===== src/rlbd_pkg.sv =====
// ----------------------------------------------------------------------------
// rlbd_pkg
// Shared widths, reset values, register indexes and types for the
// resistor-ladder button decoder.
// ----------------------------------------------------------------------------
package rlbd_pkg;

  localparam int SAMPLE_W     = 12;
  localparam int BTN_W        = 2;
  localparam int CNT_W        = 8;
  localparam int BCNT_W       = 3;
  localparam int CFG_IDX_W    = 3;
  localparam int CFG_DATA_W   = 12;

  // threshold registers provided by the register map
  localparam int THRESH_REGS  = 4;
  localparam int NUM_BUTTONS  = 4;

  localparam logic [SAMPLE_W-1:0] LOW_BOUND_RST    = 12'd0;
  localparam logic [SAMPLE_W-1:0] HIGH_BOUND_RST   = 12'd4000;
  localparam logic [CNT_W-1:0]    READ_NUMBER_RST  = 8'd3;
  localparam logic [BCNT_W-1:0]   BUTTON_COUNT_RST = 3'd4;
  localparam logic [CNT_W-1:0]    CNT_MAX          = 8'd255;

  typedef enum logic [CFG_IDX_W-1:0] {
    CFG_LOW_BOUND    = 3'd0,
    CFG_HIGH_BOUND   = 3'd1,
    CFG_READ_NUMBER  = 3'd2,
    CFG_BUTTON_COUNT = 3'd3,
    CFG_THRESH_0     = 3'd4,
    CFG_THRESH_1     = 3'd5,
    CFG_THRESH_2     = 3'd6,
    CFG_THRESH_3     = 3'd7
  } cfg_idx_t;

  typedef struct packed {
    logic             hit;
    logic [BTN_W-1:0] idx;
  } match_t;

endpackage


===== src/rlbd_if.sv =====
// ----------------------------------------------------------------------------
// rlbd_if
// Valid/ready channels of the button decoder: sample words in, event words out.
// ----------------------------------------------------------------------------
interface rlbd_in_if;
  import rlbd_pkg::*;

  logic                valid;
  logic                ready;
  logic [SAMPLE_W-1:0] sample;

  modport source (output valid, output sample, input ready);
  modport sink   (input valid, input sample, output ready);
endinterface

interface rlbd_out_if;
  import rlbd_pkg::*;

  logic                valid;
  logic                ready;
  logic                is_press;
  logic [BTN_W-1:0]    button;
  logic [SAMPLE_W-1:0] level;

  modport source (output valid, output is_press, output button, output level, input ready);
  modport sink   (input valid, input is_press, input button, input level, output ready);
endinterface


===== src/resistor_ladder_button_decoder.sv =====
// ----------------------------------------------------------------------------
// resistor_ladder_button_decoder
// Debounces ADC samples of a resistor-ladder line into press/release events.
// ----------------------------------------------------------------------------
// Usage:
//   in_ch  : one 12-bit ADC sample per word (valid/ready).
//   out_ch : zero or one event word per sample: is_press, button, level.
//   cfg_*  : write-only register port, index 0..7 as in the register map;
//            write only while no sample is in flight.
// Timing: a sample is captured in an input register, decoded against the
//   thresholds in one pass and its event lands in the output register, so
//   out_ch.valid rises once the decoded sample is registered there. One sample
//   is accepted every cycle while out_ch.ready does not hold the output; the
//   rate is set by the single decode stage.
// Stall: while an event waits in the output register and out_ch.ready is
//   low, the decode stage holds and in_ch.ready drops once the input
//   register is also full; nothing is lost or repeated.
// Reset: rst_n (synchronous) clears the pipeline, the held button and the
//   candidate, and returns the registers to their defaults (thresholds 0,
//   i.e. all buttons disabled).
// ----------------------------------------------------------------------------
module resistor_ladder_button_decoder #(
  parameter int NUM_BUTTONS = rlbd_pkg::NUM_BUTTONS
) (
  input  logic                              clk,
  input  logic                              rst_n,
  rlbd_in_if.sink                           in_ch,
  rlbd_out_if.source                        out_ch,
  input  logic                              cfg_we,
  input  logic [rlbd_pkg::CFG_IDX_W-1:0]    cfg_idx,
  input  logic [rlbd_pkg::CFG_DATA_W-1:0]   cfg_wdata
);
  import rlbd_pkg::*;

  localparam int NUM_THR = (NUM_BUTTONS < THRESH_REGS) ? NUM_BUTTONS : THRESH_REGS;

  // configuration
  logic [SAMPLE_W-1:0]              low_bound_r;
  logic [SAMPLE_W-1:0]              high_bound_r;
  logic [CNT_W-1:0]                 read_number_r;
  logic [BCNT_W-1:0]                button_count_r;
  logic [NUM_THR-1:0][SAMPLE_W-1:0] thresh_r;

  // decoder state
  logic             held_v_r, held_v_nxt;
  logic [BTN_W-1:0] held_btn_r, held_btn_nxt;
  logic [SAMPLE_W-1:0] level_r, level_nxt;
  logic             cand_v_r, cand_v_nxt;
  logic [BTN_W-1:0] cand_btn_r, cand_btn_nxt;
  logic [CNT_W-1:0] cnt_r, cnt_nxt;

  // pipeline
  logic                s1_v_r;
  logic [SAMPLE_W-1:0] s1_sample_r;
  logic                out_v_r;
  logic                out_press_r, out_press_nxt;
  logic [BTN_W-1:0]    out_btn_r, out_btn_nxt;
  logic [SAMPLE_W-1:0] out_level_r, out_level_nxt;

  logic       advance;
  logic       proc;
  logic       res_load;
  logic       in_fire;
  match_t     match;
  logic [CNT_W-1:0] cnt_inc;
  logic [CNT_W-1:0] need;

  assign advance  = !out_v_r || out_ch.ready;
  assign proc     = s1_v_r && advance;
  assign in_ch.ready = !s1_v_r || advance;
  assign in_fire  = in_ch.valid && in_ch.ready;

  assign out_ch.valid    = out_v_r;
  assign out_ch.is_press = out_press_r;
  assign out_ch.button   = out_btn_r;
  assign out_ch.level    = out_level_r;

  rlbd_match #(
    .NUM_THR (NUM_THR)
  ) u_match (
    .sample       (s1_sample_r),
    .thresh       (thresh_r),
    .button_count (button_count_r),
    .match        (match)
  );

  assign cnt_inc = (cnt_r == CNT_MAX) ? cnt_r : cnt_r + 1'b1;
  assign need    = (read_number_r == '0) ? CNT_W'(1) : read_number_r;

  always_comb begin
    held_v_nxt    = held_v_r;
    held_btn_nxt  = held_btn_r;
    level_nxt     = level_r;
    cand_v_nxt    = cand_v_r;
    cand_btn_nxt  = cand_btn_r;
    cnt_nxt       = cnt_r;
    res_load      = 1'b0;
    out_press_nxt = 1'b0;
    out_btn_nxt   = held_btn_r;
    out_level_nxt = level_r;

    if (proc && (s1_sample_r >= low_bound_r)) begin
      if (s1_sample_r >= high_bound_r) begin
        // release
        res_load     = held_v_r;
        held_v_nxt   = 1'b0;
        held_btn_nxt = '0;
        cand_v_nxt   = 1'b0;
        cand_btn_nxt = '0;
        cnt_nxt      = '0;
      end else if (!held_v_r && match.hit) begin
        level_nxt    = s1_sample_r;
        cand_v_nxt   = 1'b1;
        cand_btn_nxt = match.idx;
        if (cand_v_r && cand_btn_r == match.idx) begin
          cnt_nxt = cnt_inc;
        end else begin
          cnt_nxt = CNT_W'(1);
        end
        if (cnt_nxt >= need) begin
          held_v_nxt    = 1'b1;
          held_btn_nxt  = match.idx;
          res_load      = 1'b1;
          out_press_nxt = 1'b1;
          out_btn_nxt   = match.idx;
          out_level_nxt = s1_sample_r;
        end
      end else begin
        if (!held_v_r) begin
          level_nxt = s1_sample_r;
        end
        cand_v_nxt   = 1'b0;
        cand_btn_nxt = '0;
        cnt_nxt      = '0;
      end
    end

    // new button count drops the held button silently
    if (cfg_we && cfg_idx == CFG_BUTTON_COUNT) begin
      held_v_nxt   = 1'b0;
      held_btn_nxt = '0;
    end
  end

  always_ff @(posedge clk) begin
    if (!rst_n) begin
      low_bound_r    <= LOW_BOUND_RST;
      high_bound_r   <= HIGH_BOUND_RST;
      read_number_r  <= READ_NUMBER_RST;
      button_count_r <= BUTTON_COUNT_RST;
      thresh_r       <= '0;
      held_v_r       <= 1'b0;
      held_btn_r     <= '0;
      level_r        <= '0;
      cand_v_r       <= 1'b0;
      cand_btn_r     <= '0;
      cnt_r          <= '0;
      s1_v_r         <= 1'b0;
      out_v_r        <= 1'b0;
    end else begin
      level_r    <= level_nxt;
      cand_v_r   <= cand_v_nxt;
      cand_btn_r <= cand_btn_nxt;
      cnt_r      <= cnt_nxt;
      held_v_r   <= held_v_nxt;
      held_btn_r <= held_btn_nxt;

      if (cfg_we) begin
        case (cfg_idx)
          CFG_LOW_BOUND:    low_bound_r    <= cfg_wdata;
          CFG_HIGH_BOUND:   high_bound_r   <= cfg_wdata;
          CFG_READ_NUMBER:  read_number_r  <= cfg_wdata[CNT_W-1:0];
          CFG_BUTTON_COUNT: button_count_r <= cfg_wdata[BCNT_W-1:0];
          default: ;
        endcase
        for (int k = 0; k < NUM_THR; k++) begin
          if (cfg_idx == CFG_IDX_W'(CFG_THRESH_0 + k)) begin
            thresh_r[k] <= cfg_wdata;
          end
        end
      end

      if (in_fire) begin
        s1_v_r <= 1'b1;
      end else if (advance) begin
        s1_v_r <= 1'b0;
      end

      if (advance) begin
        out_v_r <= res_load;
      end
    end
  end

  always_ff @(posedge clk) begin
    if (in_fire) begin
      s1_sample_r <= in_ch.sample;
    end
    if (res_load) begin
      out_press_r <= out_press_nxt;
      out_btn_r   <= out_btn_nxt;
      out_level_r <= out_level_nxt;
    end
  end

`ifndef ASSERT_OFF
  // match counter is non-zero exactly while a candidate exists
  a_cnt_cand: assert property (@(posedge clk) disable iff (!rst_n)
    cand_v_r == (cnt_r != '0))
    else $error("match counter out of step with candidate");

  // a press event leaves that button held
  a_press_holds: assert property (@(posedge clk) disable iff (!rst_n)
    (res_load && out_press_nxt && !cfg_we) |=> (held_v_r && held_btn_r == out_btn_r))
    else $error("press without held button");

  // a release event leaves nothing held
  a_release_clears: assert property (@(posedge clk) disable iff (!rst_n)
    (res_load && !out_press_nxt) |=> !held_v_r)
    else $error("release left a button held");

  // with the output slot free the input is never blocked
  a_no_stall: assert property (@(posedge clk) disable iff (!rst_n)
    !out_v_r |-> in_ch.ready)
    else $error("input stalled with empty output");
`endif

endmodule


===== src/rlbd_match.sv =====
// ----------------------------------------------------------------------------
// rlbd_match
// Parallel threshold compare with priority pick: first enabled button whose
// threshold the sample does not exceed.
// ----------------------------------------------------------------------------
module rlbd_match #(
  parameter int NUM_THR = 4
) (
  input  logic [rlbd_pkg::SAMPLE_W-1:0]              sample,
  input  logic [NUM_THR-1:0][rlbd_pkg::SAMPLE_W-1:0] thresh,
  input  logic [rlbd_pkg::BCNT_W-1:0]                button_count,
  output rlbd_pkg::match_t                           match
);
  import rlbd_pkg::*;

  logic [NUM_THR-1:0] hit_vec;

  always_comb begin
    for (int i = 0; i < NUM_THR; i++) begin
      hit_vec[i] = (BCNT_W'(i) < button_count) && (thresh[i] != '0) &&
                   (sample <= thresh[i]);
    end
  end

  // walk downwards so the lowest index wins
  always_comb begin
    match = '0;
    for (int i = NUM_THR - 1; i >= 0; i--) begin
      if (hit_vec[i]) begin
        match.hit = 1'b1;
        match.idx = BTN_W'(i);
      end
    end
  end

endmodule


===== src/flat_wrapper.sv =====
// flat-port wrapper written by rule: the top's interface ports become plain ports
module resistor_ladder_button_decoder_flat import rlbd_pkg::*;
#(
  parameter int NUM_BUTTONS = rlbd_pkg::NUM_BUTTONS
)
  (clk, rst_n, cfg_we, cfg_idx, cfg_wdata, in_ch_valid, in_ch_sample, in_ch_ready, out_ch_valid, out_ch_is_press, out_ch_button, out_ch_level, out_ch_ready);
  rlbd_in_if in_ch_i ();
  rlbd_out_if out_ch_i ();
  input  logic clk;
  input  logic rst_n;
  input  logic cfg_we;
  input  logic [rlbd_pkg::CFG_IDX_W-1:0] cfg_idx;
  input  logic [rlbd_pkg::CFG_DATA_W-1:0] cfg_wdata;
  input wire logic [$bits(in_ch_i.valid)-1:0] in_ch_valid;
  input wire logic [$bits(in_ch_i.sample)-1:0] in_ch_sample;
  output wire logic [$bits(in_ch_i.ready)-1:0] in_ch_ready;
  output wire logic [$bits(out_ch_i.valid)-1:0] out_ch_valid;
  output wire logic [$bits(out_ch_i.is_press)-1:0] out_ch_is_press;
  output wire logic [$bits(out_ch_i.button)-1:0] out_ch_button;
  output wire logic [$bits(out_ch_i.level)-1:0] out_ch_level;
  input wire logic [$bits(out_ch_i.ready)-1:0] out_ch_ready;
  assign in_ch_i.valid = in_ch_valid;
  assign in_ch_i.sample = in_ch_sample;
  assign in_ch_ready = in_ch_i.ready;
  assign out_ch_valid = out_ch_i.valid;
  assign out_ch_is_press = out_ch_i.is_press;
  assign out_ch_button = out_ch_i.button;
  assign out_ch_level = out_ch_i.level;
  assign out_ch_i.ready = out_ch_ready;
  resistor_ladder_button_decoder #(.NUM_BUTTONS(NUM_BUTTONS)) u_core (.clk(clk), .rst_n(rst_n), .in_ch(in_ch_i), .out_ch(out_ch_i), .cfg_we(cfg_we), .cfg_idx(cfg_idx), .cfg_wdata(cfg_wdata));
endmodule

===== config.mk =====
export PLATFORM = sky130hd
export DESIGN_NAME = resistor_ladder_button_decoder_flat
export DESIGN_NICKNAME = d
export VERILOG_FILES = /design/src/rlbd_pkg.sv /design/src/rlbd_if.sv /design/src/resistor_ladder_button_decoder.sv /design/src/rlbd_match.sv /design/src/flat_wrapper.sv
export SDC_FILE = /design/constraint.sdc
export NUM_CORES = 1
export LEC_CHECK = 0
export BUFFER_PORTS_ARGS = -buffer_cell sky130_fd_sc_hd__clkbuf_2
export CORE_MARGIN = 1
export CORE_UTILIZATION = 51
export CTS_CLUSTER_SIZE = 25
export DETAILED_ROUTE_END_ITERATION = 12
export GPL_TIMING_DRIVEN = 0
export PLACE_DENSITY = 0.69
export SLEW_MARGIN = 0
export SYNTH_ARGS = -nofsm -noshare
export SYNTH_HDL_FRONTEND = slang
export SYNTH_SLANG_ARGS = --single-unit

===== constraint.sdc =====
create_clock -name clk -period 7.8 [get_ports clk]
set_input_delay 1.95 -clock clk [delete_from_list [all_inputs] [get_ports clk]]
set_output_delay 1.95 -clock clk [all_outputs]
set_load 0.05 [all_outputs]

==> out/summary.txt, run 1 <==
Share of layout cells above drive strength 1: 11.1%
Sw frac: 26.2%
Worst Setup Slack, final: 1750 ps
IO Port Bufs: 43
Max transition margin: 36.8%
Number of global-route vias before repair: 5516
Final core utilization: 60.0%
Synth unique cells: 66
Max Slew Vio Count: 0
GRT Overall Usage: 26.4%
Worst-case clock skew: 9.11 ps
Gate power share: 11.1%
H-tree levels: 4
Synthesized instance count: 856
Core Region: 14000 um^2
Largest net degree at the start of global routing: 17
Fillers: 1301
Multi-input combinational cell area: 3950 um^2
Arr. time, crit path: 6360 ps
Initial antenna violation count: 0
Worst slew pin tran: 941 ps
CP startpoint kind: register
# diodes: 0
Warnings, synthesis: 0
Register area: 3030 um^2
Vias per Instance: 5.56
Nets: 1031
Status: complete, no violations
Worst path top cell family by delay: compound AO/OA/AOI/OAI gates
CTS buffer count: 17
Mapped Nets: 969
WP buf/inv: 1
Synth Flop Type: dfxtp_1
Final GP Congestion: 0.853
Die Area: 15000 um^2
Post-Place Cells: 1079
Max Buffers Root-to-Sink: 2
Pleak: 3.26 nW
Synth Area in Compound Gates: 14.5%
Critical path class: reg -> reg
Post-route insts no fill: 1111
Remaining DRCs: 0
Critical Path Fanout Max: 16
DP Area: 7870 um^2
CTS root buffer: clkbuf_16
Worst Path Required: 8120 ps
Post-DP HPWL: 13.1 mm
Worst Hold Class: reg -> reg
Die Y: 123 um
Syn Std Cell Area: 7420 um^2
Final hold slack: 452 ps
Commonest non-fill, non-tap cells in the layout: nand2_1 (181), dfxtp_1 (111), a21oi_1 (103), inv_1 (81), ha_1 (81)
Post-route minimum period: 6050 ps
Final Hold Vio Count: 0
Area delta synth->final: 13.5%
Pwr Density: 207 nW/um^2
Multiplexer area fraction after synthesis: 4.74%
Via Count: 6175
Post-CTS sizing: 0
Largest family of logic cells by synthesized area: simple AND/OR/NAND/NOR gates
Max incr delay on CP: 620 ps
Routed Wire Length: 18.9 mm
Seq cells post-synth: 138
P_sw: 0.458 mW
Total power: 1.75 mW
Commonest non-fill, non-tap cell in the layout: nand2_1
# Post-CTS Setup Buffers: 0
Clk_lat worst skew: 420 ps
Layout Cell Area excl Fill: 8430 um^2
Crit path cell chain: ha_1 -> nand4_1 -> nor4_1 -> a211o_1 -> o211a_1 -> o21bai_1 -> nor3b_2 -> mux2i_2 -> clkbuf_1 -> and3_1 -> ha_1 -> nand2b_1 -> a21o_1 -> a21o_1 -> a211oi_1 -> o21ai_0 -> a21oi_1 -> nor4_4 -> o21bai_2 -> o21a_1
Flop pwr share: 44.6%
CTS Hold Bufs: 0
Asr flop ratio synth: 0%
Routed Antenna Nets: 0
Seq/Total Area, Yosys: 40.8%
XOR/XNOR Fraction of Synth Area: 0.691%
Post-Synth Simple-Gate Area: 19.6%
Unrepaired setup endpoints after global routing: false
Final setup fails: 0
Max frequency: 165 MHz
TritonRoute pass-1 iters: 5
Final critical-path share of the clock period: 77.5%
Initial DRC count: 423
Setup TNS: 0 ps
Io pins: 49
Congestion Overflow GR: 0
Max_cap viols: 0
Wire per inst: 17.0 um
Clock transition at the registers of the reported paths: 60 ps
Rows: 43
Syn avg cell area: 8.67 um^2
CTS tree: built
DP Worst Slack: 1570 ps
Pint: 1.29 mW
Setup crit end kind: register
First-pass GRT wire length: 29.4 mm
Crit-path slowest cell: edfxtp_1
VDD IR max: 145 uV
Initial Utilization: 52.9%
Clock Sinks: 138
Die span in x: 123 um
Post-synthesis adder-cell area fraction: 13.7%
Number of flops mapped to enable cells by yosys: 27
Clock power share: 44.3%
==> path summary, 6_finish.rpt <==
kind	from	end	slack, ps	cells past startpoint
max	u_core.s1_sample_r[10]$_DFFE_PP_	u_core.out_ch.valid$_SDFFE_PN0P_	1750	20
min	u_core.low_bound_r[3]$_SDFFE_PN0P_	u_core.low_bound_r[3]$_SDFFE_PN0P_	450	2
max reg2reg	u_core.s1_sample_r[10]$_DFFE_PP_	u_core.out_ch.valid$_SDFFE_PN0P_	1750	20
min reg2reg	u_core.low_bound_r[3]$_SDFFE_PN0P_	u_core.low_bound_r[3]$_SDFFE_PN0P_	450	2
==> synthesized netlist by cell type, drive strengths merged (3+ instances only) <==
cell	number	area share [%]
nand2	181	9.2
nand4	18	1.5
mux2i	16	2.2
nor3	9	0.98
o211ai	10	1.0
xnor2	4	0.57
ha	81	14
o211a	3	0.40
o21ai	10	0.67
nand3	17	1.1
inv	82	4.1
mux2	14	2.5
nor2	34	1.7
nand4b	3	0.44
clkbuf	30	1.5
a211oi	3	0.30
nor2b	7	0.59
dfxtp	111	30
nand2b	11	0.93
a21o	14	1.4
o21a	4	0.40
buf	3	0.32
a31oi	7	0.59
edfxtp	27	11
and3	6	0.57
nor4	15	1.5
and2	5	0.44
a21oi	103	6.9
==> flip-flops by register name, indices dropped and copies added, names as in the netlist <==
name and flops:
u_core.thresh_r 48, u_core.out_ch.valid 1, u_core.cand_v_r 1, u_core.low_bound_r 12, u_core.out_ch.level 12, u_core.s1_sample_r 12
u_core.held_v_r 1, u_core.out_ch.button 2, u_core.cnt_r 8, u_core.cand_btn_r 2, u_core.s1_v_r 1, u_core.high_bound_r 12
u_core.out_ch.is_press 1, u_core.read_number_r 8, u_core.held_btn_r 2, u_core.level_r 12, u_core.button_count_r 3
==> power by group through the flow <==
stage               Combinational [mW]  Clock, mW  Sequential (mW)
global placement                 0.190          0            0.793
detailed placement               0.193          0            0.793
floorplan                        0.139          0            0.778
finish                           0.195      0.773            0.779
CTS                              0.195      0.780            0.778
global route                     0.219      0.812            0.780
==> layout make-up <==
class / instances / share of cell area (%)
Clock buffer: 17 / 5.05
Tap cell: 180 / 2.67
Timing Repair Buffer: 43 / 2.55
Buffer: 33 / 1.62
Clock inverter: 15 / 1.56
Multi-Input combinational cell: 603 / 46.9
Inverter: 82 / 3.65
Sequential cell: 138 / 36.0
==> routing by layer <==
metal / GRT usage, % / up-vias / wire length (um)
li1: - / 3095 / -
met1: 35.1 / 2926 / 8990
met2: 43.0 / 132 / 8830
met3: 5.44 / 22 / 762
met4: 7.85 / 0 / 303
met5: 0 / - / 0
==> worst register-to-register path, stage by stage, from the launching register on <==
cell      delay (ps)
edfxtp_1         620
ha_1             440
nand4_1          150
nor4_1           380
a211o_1          150
o211a_1          230
o21bai_1         210
nor3b_2          420
mux2i_2          480
clkbuf_1         380
and3_1           230
ha_1             220
nand2b_1         140
a21o_1           170
a21o_1           170
a211oi_1         210
o21ai_0          120
a21oi_1          350
nor4_4           160
o21bai_2         450
o21a_1           280
==> kinds of logic (layout without fill, tap and decap cells) <==
logic type,Yosys count,count (layout)
mux,30,30
buf+inv,115,190
fa+ha+maj,81,81
compound gates,175,175
flops,138,138
simple gates,312,312
xor+xnor,5,5
No activity file was read; power rests on OpenSTA's default activity.
==> run 2, diff against run 1 <==
clock period = 6.3 ns   (was 7.8 ns; I/O delays follow)
==> out/summary.txt, run 2 (synthesis gave the netlist of run 1 again) <==
Status: complete, no violations
CTS buffer count: 17 (unchanged)
Rows: 43 (unchanged)
Initial DRC count: 436 (+3.1%)
Worst Hold Class: reg -> reg
VDD IR max: 181 uV (+24%)
Routed Antenna Nets: 0 (unchanged)
Max transition margin: 37.6% (+0.80 points)
GRT Overall Usage: 26.4% (unchanged)
Worst path top cell family by delay: compound AO/OA/AOI/OAI gates
Worst Path Required: 6620 ps (-1500 ps)
Final core utilization: 60.1% (+0.11 points)
Max reg flops: 48 (unchanged)
Pleak: 3.26 nW (unchanged)
WP buf/inv: 1 (unchanged)
Share of layout cells above drive strength 1: 11.1% (unchanged)
Initial Utilization: 52.9% (unchanged)
Final critical-path share of the clock period: 94.0% (+16 points)
Final Hold Vio Count: 0 (unchanged)
Final GP Congestion: 0.853 (unchanged)
Worst Setup Slack, final: 378 ps (-1380 ps)
Routed Wire Length: 18.8 mm (-0.46%)
Setup crit end kind: register
Crit path cell chain: ha_1 -> nand4_1 -> nor4_1 -> a211o_1 -> o211a_1 -> o21bai_1 -> nor3b_4 -> mux2i_4 -> clkbuf_1 -> and3_1 -> ha_1 -> nand2b_1 -> a21o_1 -> a21o_1 -> a211oi_1 -> o21ai_0 -> a21oi_1 -> nor4_4 -> o21bai_2 -> o21a_1
CP startpoint kind: register
Wire per inst: 16.9 um (-0.46%)
Crit-path slowest cell: edfxtp_1
DP Worst Slack: 70.7 ps (-1500 ps)
Worst-case clock skew: 7.62 ps (-1.49 ps)
Max_cap viols: 0 (unchanged)
Critical path class: reg -> reg
Congestion Overflow GR: 0 (unchanged)
Post-DP HPWL: 13.1 mm (unchanged)
Final setup fails: 0 (unchanged)
Post-route minimum period: 5920 ps (-124 ps)
Fillers: 1298 (-0.23%)
Clock transition at the registers of the reported paths: 60 ps (about the same)
Clock Sinks: 138 (unchanged)
DP Area: 7870 um^2 (unchanged)
Commonest non-fill, non-tap cell in the layout: nand2_1
Max frequency: 169 MHz (+2.1%)
Critical Path Fanout Max: 16 (unchanged)
Initial antenna violation count: 0 (unchanged)
Largest net degree at the start of global routing: 17 (unchanged)
First-pass GRT wire length: 29.4 mm (unchanged)
Via Count: 6189 (+0.23%)
Arr. time, crit path: 6240 ps (-120 ps)
Nets: 1031 (unchanged)
Max Buffers Root-to-Sink: 2 (unchanged)
Die span in x: 123 um (unchanged)
H-tree levels: 4 (unchanged)
Pwr Density: 256 nW/um^2 (+23%)
Vias per Instance: 5.57 (+0.23%)
Core Region: 14000 um^2 (unchanged)
Max incr delay on CP: 620 ps (about the same)
Layout Cell Area excl Fill: 8440 um^2 (+0.18%)
# diodes: 0 (unchanged)
Die Area: 15000 um^2 (unchanged)
Die Y: 123 um (unchanged)
Clk_lat worst skew: 420 ps (about the same)
Area delta synth->final: 13.7%
IO Port Bufs: 43 (unchanged)
# Post-CTS Setup Buffers: 0 (unchanged)
Setup TNS: 0 ps (unchanged)
CTS tree: built
Number of global-route vias before repair: 5516 (unchanged)
Remaining DRCs: 0 (unchanged)
CTS root buffer: clkbuf_16
Unrepaired setup endpoints after global routing: false
TritonRoute pass-1 iters: 5 (unchanged)
Max Slew Vio Count: 0 (unchanged)
Largest Register: u_core.thresh_r
Io pins: 49 (unchanged)
Final hold slack: 452 ps (-0.220 ps)
Commonest non-fill, non-tap cells in the layout: nand2_1 (181), dfxtp_1 (111), a21oi_1 (103), inv_1 (81), ha_1 (81)
Worst slew pin tran: 929 ps (-11.9 ps)
[run 2: changes by cell type in the layout (fill, tap and decap cells not counted)]
cell     delta
mux2i_2     -1
nor3b_4     +1
mux2i_4     +1
nor3b_2     -1
[run 2: worst paths after layout]
path | slack, ps | cells past startpoint | start | end
worst max-delay path | 380 | 20 | u_core.s1_sample_r[10]$_DFFE_PP_ | u_core.out_ch.valid$_SDFFE_PN0P_
worst min-delay path | 450 | 2 | u_core.low_bound_r[3]$_SDFFE_PN0P_ | u_core.low_bound_r[3]$_SDFFE_PN0P_
worst max register to register | 380 | 20 | u_core.s1_sample_r[10]$_DFFE_PP_ | u_core.out_ch.valid$_SDFFE_PN0P_
worst min register to register | 450 | 2 | u_core.low_bound_r[3]$_SDFFE_PN0P_ | u_core.low_bound_r[3]$_SDFFE_PN0P_
[run 2: final cells by class]
type / count / area [um^2] / share of cell area [%]
Tap cell: 180 / 225 / 2.67
Multi-Input combinational cell: 603 / 3970 / 47.0
Clock buffer: 17 / 425 / 5.04
Clock inverter: 15 / 131 / 1.56
Sequential cell: 138 / 3030 / 35.9
Buffer: 33 / 136 / 1.62
Inverter: 82 / 308 / 3.65
Timing Repair Buffer: 43 / 215 / 2.55
[run 2: what timing repair did]
action / in CTS / in global routing
gates resized for setup: 0 / 2
setup endpoints to repair: 0 / 24
hold buffers: 0 / 0
[run 2: worst min-delay path, delay by kind of cell (launching register included)]
| kind | cells | cell delay (ps) |
|---|---|---|
| flip-flops | 1 | 300 |
| AO/OA/AOI/OAI | 1 | 50 |
| AND/OR/NAND/NOR | 1 | 50 |
[run 2: where the power goes]
group / switching (mW) / internal [mW]
clock: 0.380 / 0.574
sequential: 0.0388 / 0.925
combinational: 0.145 / 0.0980
total: 0.564 / 1.60
[run 2: layer usage]
layer / wire [um] / part of all wire [%] / vias to the layer above / global-route usage, %
met3: 1020 / 5.4 / 33 / 5.44
met1: 8660 / 46 / 2904 / 35.1
met4: 361 / 1.9 / 0 / 7.85
li1: - / - / 3094 / -
met5: 0 / 0 / - / 0
met2: 8750 / 47 / 158 / 43.0
[run 2: through the flow]
| stage | instances | total power [mW] |
|---|---|---|
| 2_1_floorplan | 856 | 1.14 |
| 6_report | 1111 | 2.16 |
| 5_1_grt | 1111 | 2.24 |
| 3_3_place_gp | 1079 | 1.22 |
| 3_5_place_dp | 1079 | 1.22 |
| 4_1_cts | 1111 | 2.17 |
